$ cat src/hdl/evh_pkg.sv
// shared types, register codes and constants of the energy voice-activity detector
package evh_pkg;

  // default for the longest counted frame
  localparam int MAX_FRAME_SAMPLES_DEF = 1024;

  // sample and power widths
  localparam int SAMPLE_W = 16;
  localparam int MAG_W    = 16;
  localparam int SQ_W     = 31;   // square of a 16-bit magnitude, up to 2**30
  localparam int MEAN_W   = 31;   // mean square, up to 2**30
  localparam int ROOT_W   = 32;   // working width of the square root
  localparam int RMS_W    = 16;
  localparam int RUN_W    = 8;

  // configuration port
  localparam int CFG_IDX_W  = 2;
  localparam int CFG_DATA_W = 16;

  localparam logic [CFG_IDX_W-1:0] REG_SPEECH_LEVEL = 2'd0;
  localparam logic [CFG_IDX_W-1:0] REG_LOUD_NEEDED  = 2'd1;
  localparam logic [CFG_IDX_W-1:0] REG_QUIET_NEEDED = 2'd2;

  localparam logic [15:0]      SPEECH_LEVEL_RST = 16'd900;
  localparam logic [RUN_W-1:0] LOUD_NEEDED_RST  = 8'd3;
  localparam logic [RUN_W-1:0] QUIET_NEEDED_RST = 8'd60;
  localparam logic [RUN_W-1:0] RUN_MAX          = 8'hFF;

  // first root trial bit, 1 << 30
  localparam logic [ROOT_W-1:0] ROOT_TOP_BIT = 32'h4000_0000;

  typedef struct packed {
    logic [15:0]      speech_level;
    logic [RUN_W-1:0] loud_needed;
    logic [RUN_W-1:0] quiet_needed;
  } cfg_t;

  typedef struct packed {
    logic [RMS_W-1:0] rms_level;
    logic             speech;
    logic             changed;
  } result_t;

  // handshake between the front end and the frame queue
  typedef struct packed {
    logic push;
    logic full;
  } qctl_t;

endpackage

$ cat src/hdl/energy_vad_hysteresis.sv
// top level of the energy voice-activity detector with rms level and hysteresis
//
// input words: in_sample (signed 16 bit) with in_frame_end marking the last
//   sample of a frame; a word is taken on a clock edge with in_push high and
//   in_full low
// result words: one per frame, in_frame_end order; out_rms_level, out_speech
//   and out_changed are valid while out_empty is low and leave on out_pop
// configuration: cfg_we writes cfg_wdata into the register picked by
//   cfg_index (speech level, loud frames needed, quiet frames needed); other
//   indexes are ignored; write only while idle
// throughput: one sample every cycle; in_full only rises when a frame end
//   reaches the front of the pipe while the two-word frame queue is full
// result path: a one-bit-a-cycle divider works through the SUM_W-bit frame sum
//   (SUM_W = 30 + clog2(MAX_FRAME_SAMPLES + 1), 41 by default), then the 16
//   steps of the square root in the back end
// the back end takes a new frame from the queue only when idle, after the
//   result of the last one is written
// a stalled receiver keeps the result register full; the back end then waits,
//   the queue fills and finally in_full holds the sender
// reset (rst_n low, synchronous): empty queues, zero sums and run counters,
//   silence, and the registers back at 900, 3 and 60
module energy_vad_hysteresis #(
  parameter int MAX_FRAME_SAMPLES = evh_pkg::MAX_FRAME_SAMPLES_DEF
) (
  input  logic                                  clk,
  input  logic                                  rst_n,
  // sample words
  input  logic                                  in_push,
  output logic                                  in_full,
  input  logic signed [evh_pkg::SAMPLE_W-1:0]   in_sample,
  input  logic                                  in_frame_end,
  // frame results
  output logic                                  out_empty,
  input  logic                                  out_pop,
  output logic [evh_pkg::RMS_W-1:0]             out_rms_level,
  output logic                                  out_speech,
  output logic                                  out_changed,
  // register writes
  input  logic                                  cfg_we,
  input  logic [evh_pkg::CFG_IDX_W-1:0]         cfg_index,
  input  logic [evh_pkg::CFG_DATA_W-1:0]        cfg_wdata
);

  localparam int CNT_W = $clog2(MAX_FRAME_SAMPLES + 1);
  localparam int SUM_W = 30 + CNT_W;
  localparam int Q_W   = SUM_W + CNT_W;

  evh_pkg::cfg_t    cfg_r;
  evh_pkg::qctl_t   qctl;
  evh_pkg::result_t result;

  logic             q_full;
  logic             q_empty;
  logic             q_pop;
  logic [Q_W-1:0]   q_push_data;
  logic [Q_W-1:0]   q_pop_data;

  // configuration registers
  always_ff @(posedge clk) begin
    if (!rst_n) begin
      cfg_r.speech_level <= evh_pkg::SPEECH_LEVEL_RST;
      cfg_r.loud_needed  <= evh_pkg::LOUD_NEEDED_RST;
      cfg_r.quiet_needed <= evh_pkg::QUIET_NEEDED_RST;
    end else if (cfg_we) begin
      case (cfg_index)
        evh_pkg::REG_SPEECH_LEVEL: cfg_r.speech_level <= cfg_wdata;
        evh_pkg::REG_LOUD_NEEDED:  cfg_r.loud_needed  <= cfg_wdata[evh_pkg::RUN_W-1:0];
        evh_pkg::REG_QUIET_NEEDED: cfg_r.quiet_needed <= cfg_wdata[evh_pkg::RUN_W-1:0];
        default: begin
        end
      endcase
    end
  end

  // squaring and frame accumulation
  evh_front #(
    .MAX_FRAME_SAMPLES(MAX_FRAME_SAMPLES)
  ) u_front (
    .clk          (clk),
    .rst_n        (rst_n),
    .in_push      (in_push),
    .in_full      (in_full),
    .in_sample    (in_sample),
    .in_frame_end (in_frame_end),
    .qctl         (qctl),
    .q_full       (q_full),
    .q_data       (q_push_data)
  );

  // finished frames waiting for the back end
  evh_fifo #(
    .WIDTH(Q_W)
  ) u_queue (
    .clk       (clk),
    .rst_n     (rst_n),
    .push      (qctl.push),
    .push_data (q_push_data),
    .full      (q_full),
    .pop       (q_pop),
    .pop_data  (q_pop_data),
    .empty     (q_empty)
  );

  // mean, root and hysteresis
  evh_back #(
    .MAX_FRAME_SAMPLES(MAX_FRAME_SAMPLES)
  ) u_back (
    .clk       (clk),
    .rst_n     (rst_n),
    .cfg       (cfg_r),
    .q_empty   (q_empty),
    .q_data    (q_pop_data),
    .q_pop     (q_pop),
    .out_empty (out_empty),
    .out_pop   (out_pop),
    .result    (result)
  );

  assign out_rms_level = result.rms_level;
  assign out_speech    = result.speech;
  assign out_changed   = result.changed;

  // a finished frame is never pushed into a full queue
  a_no_overflow: assert property (@(posedge clk) disable iff (!rst_n)
    qctl.push |-> !q_full)
    else $error("frame pushed into full queue");

  // the back end only takes a frame that is there
  a_no_underflow: assert property (@(posedge clk) disable iff (!rst_n)
    q_pop |-> !q_empty)
    else $error("frame popped from empty queue");

  // the sender is only held back by a full frame queue
  a_full_cause: assert property (@(posedge clk) disable iff (!rst_n)
    in_full |-> qctl.full)
    else $error("input held without a full queue");

  // a waiting result is not lost without a pop
  a_result_kept: assert property (@(posedge clk) disable iff (!rst_n)
    (!out_empty && !out_pop) |=> !out_empty)
    else $error("result dropped without pop");

endmodule

$ cat src/hdl/evh_fifo.sv
// two-word frame queue between the front end and the back end
module evh_fifo #(
  parameter int WIDTH = 52
) (
  input  logic             clk,
  input  logic             rst_n,
  input  logic             push,
  input  logic [WIDTH-1:0] push_data,
  output logic             full,
  input  logic             pop,
  output logic [WIDTH-1:0] pop_data,
  output logic             empty
);

  logic [WIDTH-1:0] mem_r [2];
  logic             wr_ptr_r;
  logic             rd_ptr_r;
  logic [1:0]       fill_r;

  logic do_push;
  logic do_pop;

  assign do_push  = push && (fill_r != 2'd2);
  assign do_pop   = pop && (fill_r != 2'd0);
  assign full     = (fill_r == 2'd2);
  assign empty    = (fill_r == 2'd0);
  assign pop_data = mem_r[rd_ptr_r];

  always_ff @(posedge clk) begin
    if (do_push) begin
      mem_r[wr_ptr_r] <= push_data;
    end
  end

  always_ff @(posedge clk) begin
    if (!rst_n) begin
      wr_ptr_r <= 1'b0;
      rd_ptr_r <= 1'b0;
      fill_r   <= 2'd0;
    end else begin
      if (do_push) begin
        wr_ptr_r <= ~wr_ptr_r;
      end
      if (do_pop) begin
        rd_ptr_r <= ~rd_ptr_r;
      end
      if (do_push && !do_pop) begin
        fill_r <= fill_r + 2'd1;
      end else if (do_pop && !do_push) begin
        fill_r <= fill_r - 2'd1;
      end
    end
  end

endmodule

$ cat src/hdl/evh_front.sv
// front end: squares samples, counts and sums each frame, queues finished frames
module evh_front #(
  parameter int MAX_FRAME_SAMPLES = evh_pkg::MAX_FRAME_SAMPLES_DEF
) (
  input  logic                                clk,
  input  logic                                rst_n,
  input  logic                                in_push,
  output logic                                in_full,
  input  logic signed [evh_pkg::SAMPLE_W-1:0] in_sample,
  input  logic                                in_frame_end,
  output evh_pkg::qctl_t                      qctl,
  input  logic                                q_full,
  output logic [30+2*$clog2(MAX_FRAME_SAMPLES+1)-1:0] q_data
);

  localparam int CNT_W = $clog2(MAX_FRAME_SAMPLES + 1);
  localparam int SUM_W = 30 + CNT_W;
  localparam logic [CNT_W-1:0] CNT_MAX = CNT_W'(MAX_FRAME_SAMPLES);

  logic [CNT_W-1:0]            cnt_r;
  logic                        s1_valid_r;
  logic                        s1_last_r;
  logic [evh_pkg::SQ_W-1:0]    sq_r;
  logic [CNT_W-1:0]            s1_cnt_r;
  logic [SUM_W-1:0]            sum_r;

  logic                        accept;
  logic                        counted;
  logic [CNT_W-1:0]            cnt_nxt;
  logic [evh_pkg::MAG_W-1:0]   mag;
  logic [2*evh_pkg::MAG_W-1:0] sq_full;
  logic                        s1_blocked;
  logic                        s1_advance;
  logic [SUM_W-1:0]            total;

  assign s1_blocked = s1_valid_r && s1_last_r && q_full;
  assign s1_advance = s1_valid_r && !s1_blocked;
  assign in_full    = s1_blocked;
  assign accept     = in_push && !in_full;

  // samples past the frame limit are dropped from sum and count
  assign counted = (cnt_r < CNT_MAX);
  assign cnt_nxt = counted ? (cnt_r + CNT_W'(1)) : cnt_r;

  // magnitude of the two's complement sample, 32768 included
  assign mag     = in_sample[evh_pkg::SAMPLE_W-1] ? (~in_sample + 16'd1) : in_sample;
  assign sq_full = mag * mag;

  assign total = sum_r + SUM_W'(sq_r);

  assign qctl.push = s1_advance && s1_last_r;
  assign qctl.full = q_full;
  assign q_data    = {total, s1_cnt_r};

  always_ff @(posedge clk) begin
    if (accept) begin
      sq_r      <= counted ? sq_full[evh_pkg::SQ_W-1:0] : '0;
      s1_last_r <= in_frame_end;
      s1_cnt_r  <= cnt_nxt;
    end
  end

  always_ff @(posedge clk) begin
    if (!rst_n) begin
      cnt_r      <= '0;
      s1_valid_r <= 1'b0;
      sum_r      <= '0;
    end else begin
      if (accept) begin
        cnt_r <= in_frame_end ? '0 : cnt_nxt;
      end
      if (accept) begin
        s1_valid_r <= 1'b1;
      end else if (s1_advance) begin
        s1_valid_r <= 1'b0;
      end
      if (s1_advance) begin
        sum_r <= s1_last_r ? '0 : total;
      end
    end
  end

endmodule

$ cat src/hdl/evh_back.sv
// back end: mean by restoring division, bit-pair square root, hysteresis, result register
module evh_back #(
  parameter int MAX_FRAME_SAMPLES = evh_pkg::MAX_FRAME_SAMPLES_DEF
) (
  input  logic                   clk,
  input  logic                   rst_n,
  input  evh_pkg::cfg_t          cfg,
  input  logic                   q_empty,
  input  logic [30+2*$clog2(MAX_FRAME_SAMPLES+1)-1:0] q_data,
  output logic                   q_pop,
  output logic                   out_empty,
  input  logic                   out_pop,
  output evh_pkg::result_t       result
);

  localparam int CNT_W  = $clog2(MAX_FRAME_SAMPLES + 1);
  localparam int SUM_W  = 30 + CNT_W;
  localparam int STEP_W = $clog2(SUM_W);

  localparam logic [1:0] ST_IDLE = 2'd0;
  localparam logic [1:0] ST_DIV  = 2'd1;
  localparam logic [1:0] ST_ROOT = 2'd2;
  localparam logic [1:0] ST_HYST = 2'd3;

  logic [1:0]                   state_r;
  logic [STEP_W-1:0]            step_r;
  logic [SUM_W-1:0]             quo_r;
  logic [CNT_W-1:0]             rem_r;
  logic [CNT_W-1:0]             div_r;
  logic [evh_pkg::ROOT_W-1:0]   x_r;
  logic [evh_pkg::ROOT_W-1:0]   y_r;
  logic [evh_pkg::ROOT_W-1:0]   b_r;
  logic [evh_pkg::RUN_W-1:0]    loud_run_r;
  logic [evh_pkg::RUN_W-1:0]    quiet_run_r;
  logic                         speech_r;
  logic                         out_valid_r;
  evh_pkg::result_t             result_r;

  logic [CNT_W:0]               trial;
  logic                         ge;
  logic [CNT_W-1:0]             rem_nxt;
  logic [SUM_W-1:0]             quo_nxt;
  logic [evh_pkg::ROOT_W-1:0]   t;
  logic                         fits;
  logic                         loud;
  logic [evh_pkg::RUN_W-1:0]    loud_inc;
  logic [evh_pkg::RUN_W-1:0]    quiet_inc;
  logic                         speech_nxt;
  logic                         can_write;

  // one quotient bit a cycle
  assign trial   = {rem_r, quo_r[SUM_W-1]};
  assign ge      = (trial >= {1'b0, div_r});
  assign rem_nxt = ge ? CNT_W'(trial - {1'b0, div_r}) : trial[CNT_W-1:0];
  assign quo_nxt = {quo_r[SUM_W-2:0], ge};

  // one root bit a cycle
  assign t    = y_r + b_r;
  assign fits = (x_r >= t);

  assign loud      = (y_r[evh_pkg::RMS_W-1:0] >= cfg.speech_level);
  assign loud_inc  = (loud_run_r == evh_pkg::RUN_MAX) ? loud_run_r
                                                      : loud_run_r + 8'd1;
  assign quiet_inc = (quiet_run_r == evh_pkg::RUN_MAX) ? quiet_run_r
                                                       : quiet_run_r + 8'd1;
  always_comb begin
    speech_nxt = speech_r;
    if (loud) begin
      if (loud_inc >= cfg.loud_needed) begin
        speech_nxt = 1'b1;
      end
    end else begin
      if (quiet_inc >= cfg.quiet_needed) begin
        speech_nxt = 1'b0;
      end
    end
  end

  assign can_write = !out_valid_r || out_pop;
  assign q_pop     = (state_r == ST_IDLE) && !q_empty;
  assign out_empty = !out_valid_r;
  assign result    = result_r;

  always_ff @(posedge clk) begin
    case (state_r)
      ST_IDLE: begin
        quo_r  <= q_data[CNT_W +: SUM_W];
        div_r  <= q_data[CNT_W-1:0];
        rem_r  <= '0;
        step_r <= STEP_W'(SUM_W - 1);
      end
      ST_DIV: begin
        quo_r  <= quo_nxt;
        rem_r  <= rem_nxt;
        step_r <= step_r - STEP_W'(1);
        x_r    <= evh_pkg::ROOT_W'(quo_nxt[evh_pkg::MEAN_W-1:0]);
        y_r    <= '0;
        b_r    <= evh_pkg::ROOT_TOP_BIT;
      end
      ST_ROOT: begin
        if (fits) begin
          x_r <= x_r - t;
          y_r <= (y_r >> 1) + b_r;
        end else begin
          y_r <= y_r >> 1;
        end
        b_r <= b_r >> 2;
      end
      default: begin
        if (can_write) begin
          result_r.rms_level <= y_r[evh_pkg::RMS_W-1:0];
          result_r.speech    <= speech_nxt;
          result_r.changed   <= (speech_nxt != speech_r);
        end
      end
    endcase
  end

  always_ff @(posedge clk) begin
    if (!rst_n) begin
      state_r     <= ST_IDLE;
      loud_run_r  <= '0;
      quiet_run_r <= '0;
      speech_r    <= 1'b0;
      out_valid_r <= 1'b0;
    end else begin
      if ((state_r == ST_HYST) && can_write) begin
        out_valid_r <= 1'b1;
      end else if (out_pop) begin
        out_valid_r <= 1'b0;
      end
      case (state_r)
        ST_IDLE: begin
          if (!q_empty) begin
            state_r <= ST_DIV;
          end
        end
        ST_DIV: begin
          if (step_r == '0) begin
            state_r <= ST_ROOT;
          end
        end
        ST_ROOT: begin
          if (b_r[0]) begin
            state_r <= ST_HYST;
          end
        end
        default: begin
          if (can_write) begin
            speech_r    <= speech_nxt;
            if (loud) begin
              loud_run_r  <= loud_inc;
              quiet_run_r <= '0;
            end else begin
              quiet_run_r <= quiet_inc;
              loud_run_r  <= '0;
            end
            state_r <= ST_IDLE;
          end
        end
      endcase
    end
  end

endmodule
$ cat config.mk
export PLATFORM = sky130hd
export DESIGN_NAME = energy_vad_hysteresis
export DESIGN_NICKNAME = d
export VERILOG_FILES = /design/src/hdl/evh_pkg.sv /design/src/hdl/energy_vad_hysteresis.sv /design/src/hdl/evh_fifo.sv /design/src/hdl/evh_front.sv /design/src/hdl/evh_back.sv
export SDC_FILE = /design/constraint.sdc
export NUM_CORES = 1
export LEC_CHECK = 0
export ABC_AREA = 1
export BUFFER_PORTS_ARGS = -buffer_cell sky130_fd_sc_hd__buf_2
export CORE_MARGIN = 2
export CORE_UTILIZATION = 30
export DETAILED_ROUTE_END_ITERATION = 12
export PLACE_DENSITY = 0.4
export SLEW_MARGIN = 25
export SYNTH_ARGS = -nofsm -noshare
export SYNTH_HDL_FRONTEND = slang
export SYNTH_SLANG_ARGS = --single-unit
$ cat constraint.sdc
create_clock -name clk -period 8.7 [get_ports clk]
set_input_delay 0.435 -clock clk [delete_from_list [all_inputs] [get_ports clk]]
set_output_delay 0.435 -clock clk [all_outputs]
set_load 0.02 [all_outputs]
Word level (Yosys, flattened, before mapping)
Memory sizes are Yosys's and may differ from the RTL's. A register that Yosys moved wholly into a read port is not among the register bits.
Cells that the tools add are included.
{"block": "totals", "regBits": 335, "mem_bits_rw": 104, "in_bits": 40, "output_inout_bits": 20, "word_cells": 135, "memories": 1}
{"block": "op_classes", "addsub": 12, "n_mul": 1, "magnitude_cmp": 6, "eq_ne": 14, "mux": 35, "bitwise": 4, "reduce_logical": 35}
{"memory": "u_queue.mem_r", "depth": 2, "width": 52, "rd": 1, "rd_ports_with_merged_regs": 1, "wr": 1, "line_no": "evh_fifo.sv:15", "rtl": "logic [WIDTH-1:0] mem_r [2];"}
{"operator": "one-hot mux 32 bit (2 select lines)", "count": 3}
{"operator": "one-hot mux 41 bit (2 select lines)", "count": 1}
{"operator": "2-to-1 mux 32 bit", "count": 2}
{"operator": "adder 41 x 31 -> 41 bit", "count": 1}
{"operator": "2-to-1 mux 41 bit", "count": 1}
{"operator": "2-to-1 mux 11 bit", "count": 3}
{"operator": "adder 31 x 32 -> 32 bit", "count": 1}
{"operator": "adder 32 bit", "count": 1}
{"operator": "greater-or-equal comparator 32 bit", "count": 1}
{"operator": "2-to-1 mux 8 bit", "count": 4}
{"operator": "subtractor 32 bit", "count": 1}
{"operator": "multiplier 16 x 16 -> 31 bit", "count": 1}
{"operator": "one-hot mux 11 bit (2 select lines)", "count": 1}
{"operator": "adder 16 x 1 -> 16 bit (second input constant)", "count": 1}
{"operator": "adder 8 x 1 -> 8 bit (second input constant)", "count": 2}
{"operator": "== test 8 bit (second input constant)", "count": 2}
{"operator": "greater-or-equal comparator 16 bit", "count": 1}
{"operator": "greater-or-equal comparator 8 bit", "count": 2}
{"operator": "2-to-1 mux 16 bit", "count": 1}
{"operator": "inverter 16 bit", "count": 1}
{"operator": "greater-or-equal comparator 12 x 11 -> 1 bit", "count": 1}
{"operator": "2-to-1 mux 2 bit", "count": 6}
{"operator": "one-hot mux 6 bit (2 select lines)", "count": 1}
{"operator": "nonzero test 2 bit", "count": 6}
{"operator": "23 further kinds", "count": 62}

Longest topological paths before layout
Gate-level depths: netlist of run 1.
{"block": "logic_depth", "ltp_word": 10, "mapped_depth": 34}

By module
From an unflattened synthesis of run 1, not the netlist that was laid out.
{"block": "hier_totals", "cells_unflattened": 4485, "area_unflattened_um2": 34596.9}
{"mod": "evh_back", "n_inst": 1, "cells_per_inst": 2110, "area_each_um2": 14899.3, "seq_area_each_um2": 5415.2}
{"mod": "evh_front", "n_inst": 1, "cells_per_inst": 1985, "area_each_um2": 14104.8, "seq_area_each_um2": 2322.2}
{"mod": "evh_fifo", "n_inst": 1, "cells_per_inst": 200, "area_each_um2": 4252.8, "seq_area_each_um2": 3223.1}
{"mod": "energy_vad_hysteresis", "n_inst": 1, "cells_per_inst": 190, "area_each_um2": 1340.0, "seq_area_each_um2": 640.6}

Least setup slack after synthesis of run 1
Ideal clock, no wire load.
{"block": "synth_path", "kind": "input to register", "start": "input port in_sample[0] (netlist name)", "end": "register u_front.sq_r[21] (netlist name), data pin", "setup_ps": 253, "arrival_time_ps": 6689, "t_required_ps": 8447, "slack_ps": 1759, "path_stages": 28, "n_path_buf": 2, "cell_sequence": "inv_2 > buf_1 > ha_1 > nand4_2 > o31ai_4 > o21ai_1 > xor2_1 > buf_2 > nand2_1 > fa_1 > inv_1 > fa_1 > fa_1 > fa_1 > fa_1 > inv_1 > fa_1 > inv_1 > ha_1 > nand2_1 > nor2_1 > inv_1 > o21ai_0 > a21oi_1 > o21bai_1 > nand2_1 > nand2_1 > nor2_1"}
{"block": "synth_via", "elab_chain_cells": 4}
{"element": "start: declaration", "line_no": "energy_vad_hysteresis.sv:30", "rtl": "input logic signed [evh_pkg::SAMPLE_W-1:0] in_sample,"}
{"element": "inverter 16 bit", "line_no": "evh_front.sv:46", "rtl": "assign mag = in_sample[evh_pkg::SAMPLE_W-1] ? (~in_sample + 16'd1) : in_sample;"}
{"element": "adder 16 x 1 -> 16 bit", "line_no": "evh_front.sv:46"}
{"element": "2-to-1 mux 16 bit *", "line_no": "evh_front.sv:46"}
{"element": "multiplier 16 x 16 -> 31 bit *", "line_no": "evh_front.sv:47", "rtl": "assign sq_full = mag * mag;"}
{"element": "end signal: assignment", "line_no": "evh_front.sv:57", "rtl": "sq_r <= counted ? sq_full[evh_pkg::SQ_W-1:0] : '0;"}
{"element": "end: declaration", "line_no": "evh_front.sv:23", "rtl": "logic [evh_pkg::SQ_W-1:0] sq_r;"}
Every way passes the cells marked *; elsewhere a longest branch is shown, timed or not.
A chain may end at the register's enable or synchronous reset.

Worst setup path after layout of run 1
{"block": "layout_path", "start": "input port in_sample[0] (netlist name)", "end": "register u_front.sq_r[22] (netlist name), data pin"}
The elaborated chain is that of the path after synthesis.

==> results of run 1 <==
-- cells in the mapped netlist (all sizes together) --
| master | instances |
|---|---|
| clkinv | 7 |
| a21oi | 367 |
| mux2i | 1 |
| a21boi | 3 |
| a31oi | 12 |
| and2 | 26 |
| buf | 34 |
| nor4 | 5 |
| o31ai | 3 |
| clkbuf | 50 |
| o21bai | 23 |
| a2bb2oi | 1 |
| a31o | 1 |
| o211ai | 12 |
| xor2 | 50 |
| xnor2 | 54 |
| a21o | 12 |
| nor3b | 1 |
| nand2 | 1036 |
| o21ai | 196 |
| inv | 722 |
| nand3b | 21 |
| nor2 | 381 |
| o22ai | 1 |
| a211oi | 5 |
| and3 | 5 |
| a221oi | 2 |
| a22oi | 3 |
| nor3 | 50 |
| nand4 | 29 |
| o221ai | 3 |
| nand3 | 199 |
| ha | 245 |
| conb | 2 |
| edfxtp | 313 |
| o211a | 1 |
| fa | 167 |
| or2 | 9 |
| o21a | 10 |
| dfxtp | 110 |
-- per-layer routing --
| layer | vias to the layer above | share of wire | track usage |
|---|---|---|---|
| met3 | 106 | 0.028 | 0.0167 |
| met2 | 340 | 0.50 | 0.318 |
| met4 | 2 | 0.020 | 0.0370 |
| met1 | 12387 | 0.45 | 0.216 |
| met5 | - | 0.00014 | 0 |
| li1 | 13568 | - | - |
-- flip-flops by register name (all words and copies together) (netlist names), named ones only --
name,count
u_front.cnt_r,11
u_front.s1_cnt_r,11
u_front.sq_r,30
u_back.step_r,6
u_back.loud_run_r,8
u_front.sum_r,41
u_back.y_r,32
u_back.out_valid_r,1
u_back.quiet_run_r,8
u_front.s1_valid_r,1
cfg_r,32
u_back.speech_r,1
u_back.b_r,16
u_back.div_r,11
u_queue.wr_ptr_r,1
u_back.quo_r,41
u_queue.fill_r,2
u_queue.rd_ptr_r,1
u_back.x_r,32
u_queue.mem_r,104
u_front.s1_last_r,1
u_back.result,18
u_back.state_r,2
u_back.rem_r,11
-- through the flow --
| stage | setup slack (ps) | util | area [um2] | std cells |
|---|---|---|---|---|
| final | 1720 | 0.336 | 36700 | 5689 |
| after global routing | 1350 | 0.336 | 36700 | 5689 |
| after CTS | 1790 | 0.336 | 36700 | 5689 |
| after detailed placement | 1150 | 0.321 | 34900 | 5593 |
| after global placement | 1290 | 0.321 | 34900 | 5593 |
| after floorplan | 1760 | - | 33100 | 4181 |
-- worst min path at each step --
stage | depth (start not counted) | from | to | slack (ps)
finish | 3 | in_push | u_front.s1_valid_r | 70
floorplan | 0 | u_front.s1_cnt_r[0] | u_queue.mem_r[0][0] | 420
CTS | 3 | in_push | u_front.s1_valid_r | 10
global route | 3 | in_push | u_front.s1_valid_r | 30
detailed placement | 0 | u_front.s1_cnt_r[10] | u_queue.mem_r[1][10] | 430
global placement | 0 | u_front.s1_cnt_r[9] | u_queue.mem_r[1][9] | 420
-- area by class of cell --
cell class	instances	area, um2	area share
clock buffers	65	1420	0.0388
clock inverters	31	289	0.00788
inverters	729	2740	0.0747
multi-input cells	2945	18400	0.501
flip-flops and latches	423	11600	0.317
well taps	1414	1770	0.0483
repair buffers	82	468	0.0128
-- kinds of logic (layout without fill, tap and decap cells) --
kind of cell / count (synthesis) / count (layout)
simple gates: 1762 / 1762
buf+inv: 813 / 907
compound gates: 655 / 655
flops: 423 / 423
fa+ha+maj: 412 / 412
xor+xnor: 104 / 104
other cells: 2 / 11
mux: 1 / 1
-- worst max-delay path, cell delays in order --
cell and delay, ps:
sky130_fd_sc_hd__buf_2 130, sky130_fd_sc_hd__inv_2 90, sky130_fd_sc_hd__ha_1 230, sky130_fd_sc_hd__nand4_2 210, sky130_fd_sc_hd__o31ai_4 320, sky130_fd_sc_hd__o21ai_1 130, sky130_fd_sc_hd__xor2_1 650, sky130_fd_sc_hd__inv_1 210
sky130_fd_sc_hd__nor2_1 240, sky130_fd_sc_hd__inv_1 100, sky130_fd_sc_hd__fa_1 450, sky130_fd_sc_hd__fa_1 540, sky130_fd_sc_hd__inv_1 40, sky130_fd_sc_hd__ha_1 310, sky130_fd_sc_hd__fa_1 510, sky130_fd_sc_hd__fa_1 540
sky130_fd_sc_hd__inv_1 50, sky130_fd_sc_hd__fa_1 530, sky130_fd_sc_hd__inv_1 40, sky130_fd_sc_hd__ha_1 360, sky130_fd_sc_hd__nand2_1 160, sky130_fd_sc_hd__inv_1 50, sky130_fd_sc_hd__a21oi_1 220, sky130_fd_sc_hd__nand3_1 210
sky130_fd_sc_hd__a21oi_1 290, sky130_fd_sc_hd__o21bai_1 130, sky130_fd_sc_hd__nor2_1 110, sky130_fd_sc_hd__nor2_1 60
==> impl_metrics.xml, run 1 <==
<?xml version="1.0" encoding="UTF-8"?>
<metrics>
  <group name="sta">
    <metric name="final-max-slew-violation-count" unit="">0</metric>
    <metric name="period_minus_slack" unit="ps">6980</metric>
    <metric name="finalClockSkew" unit="ps">32.7</metric>
    <metric name="fmax" unit="GHz">0.143</metric>
    <metric name="timing.slew.headroom" unit="">0.423</metric>
    <metric name="timing_worst_slew_pin_value" unit="ps">866</metric>
    <metric name="setup_repair_after_global_routing_missed_its_margin" unit="">no</metric>
    <metric name="setup-violations-final" unit="">0</metric>
    <metric name="finalHoldViolCount" unit="">0</metric>
    <metric name="whs" unit="ps">65.3</metric>
    <metric name="post-route-period-util" unit="">0.803</metric>
    <metric name="totalNegativeSetupSlack" unit="ps">0</metric>
  </group>
  <group name="finish">
    <metric name="nFillCells" unit="">11851</metric>
    <metric name="synthToLayoutAreaGrowth" unit="%">11.0</metric>
    <metric name="layout.cells.most_common" unit="">sky130_fd_sc_hd__nand2_1</metric>
    <metric name="antenna_cells_inserted" unit="">0</metric>
    <metric name="final_cell_mix" unit="">1,026 x sky130_fd_sc_hd__nand2_1, 705 x sky130_fd_sc_hd__inv_1, 366 x sky130_fd_sc_hd__nor2_1, 366 x sky130_fd_sc_hd__a21oi_1, 313 x sky130_fd_sc_hd__edfxtp_1</metric>
    <metric name="nets" unit="">4685</metric>
    <metric name="drive_above_1_share" unit="">0.0592</metric>
  </group>
  <group name="clocking">
    <metric name="cts_tree" unit="">built</metric>
    <metric name="hold_buffers" unit="">0</metric>
    <metric name="path_clk_slew" unit="ps">60</metric>
    <metric name="cts_root_buffer" unit="">sky130_fd_sc_hd__clkbuf_16</metric>
    <metric name="num_clock_sinks" unit="">423</metric>
    <metric name="post-cts-setup-buffer-count" unit="">0</metric>
    <metric name="ctsHtreeMaxLevel" unit="">2</metric>
    <metric name="clock_buffers_created_by_tritoncts" unit="">52</metric>
    <metric name="cts.repair.resized" unit="">0</metric>
    <metric name="maximum_buffer_depth_of_the_clock_tree" unit="">3</metric>
    <metric name="clkLatencyLatePin" unit="ps">630</metric>
  </group>
  <group name="drt">
    <metric name="routed_wl" unit="um">95900</metric>
    <metric name="wl_per_cell" unit="um">16.9</metric>
    <metric name="postRouteAntennaNets" unit="">0</metric>
    <metric name="drt_pass_1_iters" unit="">5</metric>
    <metric name="count_of_unresolved_drc_violations_after_routing" unit="">0</metric>
    <metric name="via_count" unit="">26403</metric>
    <metric name="drt_iter0_markers" unit="">1175</metric>
    <metric name="drt-vias-per-instance" unit="">4.64</metric>
  </group>
  <group name="logic_synthesis">
    <metric name="synthesized_area_fraction_occupied_by_adder_cells" unit="">0.194</metric>
    <metric name="yosysUniqueCellTypes" unit="">60</metric>
    <metric name="post_synth_mux_area_share" unit="">0.000303</metric>
    <metric name="syn_inst" unit="">4172</metric>
    <metric name="fraction_of_the_mapped_netlist_area_in_simple_logic_gates" unit="">0.222</metric>
    <metric name="ys_ff_latch" unit="">423</metric>
    <metric name="netlist.top_cell.by_area" unit="">sky130_fd_sc_hd__edfxtp_1</metric>
    <metric name="sequential_share_of_the_synthesized_area" unit="">0.351</metric>
    <metric name="syn_area" unit="um2">33000</metric>
    <metric name="share_of_the_synthesized_area_in_the_top_cell_type" unit="">0.285</metric>
    <metric name="postSynthAreaPerCell" unit="um2">7.92</metric>
    <metric name="compound_gate_portion_of_the_synthesized_area" unit="">0.108</metric>
    <metric name="synthXorXnorAreaFrac" unit="">0.0292</metric>
    <metric name="synthTopCellsByArea" unit="">sky130_fd_sc_hd__edfxtp_1 28%, sky130_fd_sc_hd__nand2_1 12%, sky130_fd_sc_hd__fa_1 10%, sky130_fd_sc_hd__ha_1 9.3%, sky130_fd_sc_hd__inv_1 8.0%</metric>
    <metric name="yosysWarnings" unit="">0</metric>
    <metric name="dominant_combinational_cell_family_by_area_after_synthesis" unit="">simple AND/OR/NAND/NOR gates</metric>
  </group>
  <group name="worst_setup_path">
    <metric name="critPathLaunchType" unit="">input pin</metric>
    <metric name="worstPathArrival" unit="ps">7340</metric>
    <metric name="worst-setup-path-type" unit="">input pin to register</metric>
    <metric name="worstSetupEndpointType" unit="">register</metric>
    <metric name="r2r-end" unit="">u_back.x_r[18]</metric>
    <metric name="cp-endpoint" unit="">u_front.sq_r[22]</metric>
    <metric name="r2r_depth" unit="">20</metric>
    <metric name="startpoint_of_the_worst_register_to_register_path" unit="">u_back.y_r[10]</metric>
    <metric name="required" unit="ps">9060</metric>
    <metric name="path_max_fanout" unit="">7</metric>
    <metric name="reg2reg_slack" unit="ps">3390</metric>
    <metric name="crit_start" unit="">in_sample[0]</metric>
  </group>
  <group name="min_path">
    <metric name="worst_hold_path_type" unit="">input pin to register</metric>
  </group>
  <group name="run">
    <metric name="max-cap-violations" unit="">0</metric>
  </group>
  <group name="floorplan">
    <metric name="die_h" unit="um">336</metric>
    <metric name="floorplan.initialDensity" unit="">0.303</metric>
    <metric name="dieWidth" unit="um">336</metric>
    <metric name="io_pins" unit="">60</metric>
    <metric name="fp-row-count" unit="">121</metric>
    <metric name="die_area" unit="um2">113000</metric>
    <metric name="placeable_area" unit="um2">109000</metric>
  </group>
  <group name="global_route">
    <metric name="antenna_found_initial" unit="">1</metric>
    <metric name="grt.total_usage" unit="">0.172</metric>
    <metric name="grt.overflow.total" unit="">0</metric>
    <metric name="grt_max_degree" unit="">59</metric>
    <metric name="grt_pass1_wl" unit="um">153000</metric>
    <metric name="grt_pass1_vias" unit="">27419</metric>
  </group>
  <group name="placement">
    <metric name="gpl.final_weighted_congestion" unit="">0.865</metric>
    <metric name="numPortBuffers" unit="">59</metric>
    <metric name="place.detailed.hpwl" unit="um">75400</metric>
  </group>
  <group name="status">
    <metric name="outcome" unit="">complete, no violations</metric>
  </group>
</metrics>
Power of run 1 is left out: the tool's default activity adds up to more than one toggle a clock period on the data nets, which glitch-free logic cannot reach.
==> run 2, diff against run 1 <==
- clock period: 8.7 -> 6.55 ns (I/O delays scaled with it)
==> impl_metrics.xml, run 2 (same netlist as run 1, synthesis figures left out) <==
<?xml version="1.0" encoding="UTF-8"?>
<metrics>
  <group name="sta">
    <metric name="post-route-period-util" unit="">0.935</metric>
    <metric name="fmax" unit="GHz">0.163</metric>
    <metric name="finalClockSkew" unit="ps">55.8</metric>
    <metric name="setup-violations-final" unit="">0</metric>
    <metric name="final-max-slew-violation-count" unit="">0</metric>
    <metric name="period_minus_slack" unit="ps">6120</metric>
    <metric name="totalNegativeSetupSlack" unit="ps">0</metric>
    <metric name="timing.slew.headroom" unit="">0.351</metric>
    <metric name="finalHoldViolCount" unit="">0</metric>
    <metric name="setup_repair_after_global_routing_missed_its_margin" unit="">no</metric>
    <metric name="timing_worst_slew_pin_value" unit="ps">973</metric>
    <metric name="final.setup.worst_slack" unit="ps">428</metric>
  </group>
  <group name="global_route">
    <metric name="grt_pass1_vias" unit="">27839</metric>
    <metric name="grt_pass1_wl" unit="um">154000</metric>
    <metric name="grt_max_degree" unit="">74</metric>
    <metric name="antenna_found_initial" unit="">0</metric>
    <metric name="grt.total_usage" unit="">0.173</metric>
    <metric name="grt.overflow.total" unit="">0</metric>
  </group>
  <group name="worst_setup_path">
    <metric name="critPathLaunchType" unit="">input pin</metric>
    <metric name="timing.critical_path.slowest_cell_delay" unit="ps">550</metric>
    <metric name="path_max_fanout" unit="">4</metric>
    <metric name="required" unit="ps">6910</metric>
    <metric name="worstPathArrival" unit="ps">6480</metric>
    <metric name="worstSetupEndpointType" unit="">register</metric>
    <metric name="cpMaxStageDelayCell" unit="">sky130_fd_sc_hd__fa_1</metric>
    <metric name="worst-setup-path-type" unit="">input pin to register</metric>
  </group>
  <group name="drt">
    <metric name="drt-vias-per-instance" unit="">4.61</metric>
    <metric name="postRouteAntennaNets" unit="">0</metric>
    <metric name="via_count" unit="">27012</metric>
    <metric name="drt_pass_1_iters" unit="">5</metric>
    <metric name="drt_iter0_markers" unit="">1224</metric>
    <metric name="wl_per_cell" unit="um">16.5</metric>
    <metric name="count_of_unresolved_drc_violations_after_routing" unit="">0</metric>
    <metric name="routed_wl" unit="um">96500</metric>
  </group>
  <group name="clocking">
    <metric name="ctsHtreeMaxLevel" unit="">2</metric>
    <metric name="clkLatencyLatePin" unit="ps">650</metric>
    <metric name="cts_root_buffer" unit="">sky130_fd_sc_hd__clkbuf_16</metric>
    <metric name="path_clk_slew" unit="ps">60</metric>
    <metric name="clock_buffers_created_by_tritoncts" unit="">52</metric>
    <metric name="num_clock_sinks" unit="">423</metric>
    <metric name="cts_tree" unit="">built</metric>
    <metric name="maximum_buffer_depth_of_the_clock_tree" unit="">3</metric>
  </group>
  <group name="floorplan">
    <metric name="placeable_area" unit="um2">109000</metric>
    <metric name="die_area" unit="um2">113000</metric>
    <metric name="floorplan.initialDensity" unit="">0.303</metric>
    <metric name="dieWidth" unit="um">336</metric>
    <metric name="fp-row-count" unit="">121</metric>
    <metric name="io_pins" unit="">60</metric>
    <metric name="die_h" unit="um">336</metric>
  </group>
  <group name="finish">
    <metric name="antenna_cells_inserted" unit="">0</metric>
    <metric name="largest_register_ffs" unit="">104</metric>
    <metric name="top_regs" unit="">u_queue.mem_r (104), u_back.quo_r (41), u_front.sum_r (41)</metric>
    <metric name="layout.cells.most_common" unit="">sky130_fd_sc_hd__nand2_1</metric>
    <metric name="drive_above_1_share" unit="">0.0921</metric>
    <metric name="synthToLayoutAreaGrowth" unit="%">15.3</metric>
    <metric name="final_core_utilization" unit="">0.349</metric>
    <metric name="nets" unit="">4850</metric>
    <metric name="nFillCells" unit="">11602</metric>
    <metric name="fin_cells" unit="">5855</metric>
    <metric name="final_cell_mix" unit="">1,026 x sky130_fd_sc_hd__nand2_1, 705 x sky130_fd_sc_hd__inv_1, 365 x sky130_fd_sc_hd__nor2_1</metric>
    <metric name="largest-register" unit="">u_queue.mem_r</metric>
  </group>
  <group name="min_path">
    <metric name="worst_hold_path_type" unit="">input pin to register</metric>
  </group>
  <group name="status">
    <metric name="outcome" unit="">complete, no violations</metric>
  </group>
  <group name="placement">
    <metric name="gpl.final_weighted_congestion" unit="">0.856</metric>
    <metric name="placement.setup.worst_slack" unit="ps">-197</metric>
    <metric name="post-place-cells" unit="">5741</metric>
    <metric name="place.detailed.hpwl" unit="um">75900</metric>
    <metric name="numPortBuffers" unit="">59</metric>
  </group>
  <group name="run">
    <metric name="max-cap-violations" unit="">0</metric>
  </group>
</metrics>
==> run 2: final timing paths <==
kind / from / endpoint / slack, ps / depth (start not counted)
setup / recovery: in_sample[0] / u_front.sq_r[24] / 430 / 29
hold / removal: cfg_wdata[6] / cfg_r[22] / 100 / 3
setup reg to reg: u_back.y_r[22] / u_back.x_r[31] / 1290 / 17
hold reg to reg: u_front.s1_cnt_r[6] / u_queue.mem_r[0][6] / 450 / 0
==> run 2: through the flow <==
step	hold slack [ps]	area [um2]
4_1_cts	36.8	38100
2_1_floorplan	421	33100
6_report	97.7	38100
5_1_grt	77.6	38100
3_3_place_gp	424	36100
3_5_place_dp	431	36100
==> run 2: layout make-up <==
type | instances | area [um2] | share of cell area
clock buffers | 63 | 1440 | 0.0377
inverters | 729 | 2740 | 0.0719
multi-input cells | 2945 | 18400 | 0.483
flip-flops and latches | 423 | 11600 | 0.305
clock inverters | 34 | 397 | 0.0104
repair buffers | 247 | 1760 | 0.0463
well taps | 1414 | 1770 | 0.0464
==> run 2: timing repair <==
| item | in CTS | in global routing |
|---|---|---|
| buffers inserted | 0 | 0 |
| endpoints found under the setup margin | 0 | 2 |
| resized for setup | 0 | 2 |
| endpoints found under the hold margin | 20 | 0 |
| hold buffers | 17 | 0 |
==> run 2: critical path: cells and delay by family <==
kind / cells / cell delay (ps)
xor gates and xnor gates: 1 / 300
AOI/OAI and AO/OA: 1 / 140
adders and majority gates: 8 / 3670
buffers and inverters: 7 / 730
and+or+nand+nor: 12 / 1290
==> run 2: per-layer routing <==
layer / part of all wire / vias to the layer above / wire, um / track usage
met4: 0.023 / 0 / 2180 / 0.0416
met3: 0.026 / 94 / 2500 / 0.0175
met2: 0.50 / 310 / 47900 / 0.316
met1: 0.45 / 12702 / 43900 / 0.217
li1: - / 13906 / - / -
met5: 0 / - / 0 / 0
Power of run 2 is left out for the same reason.
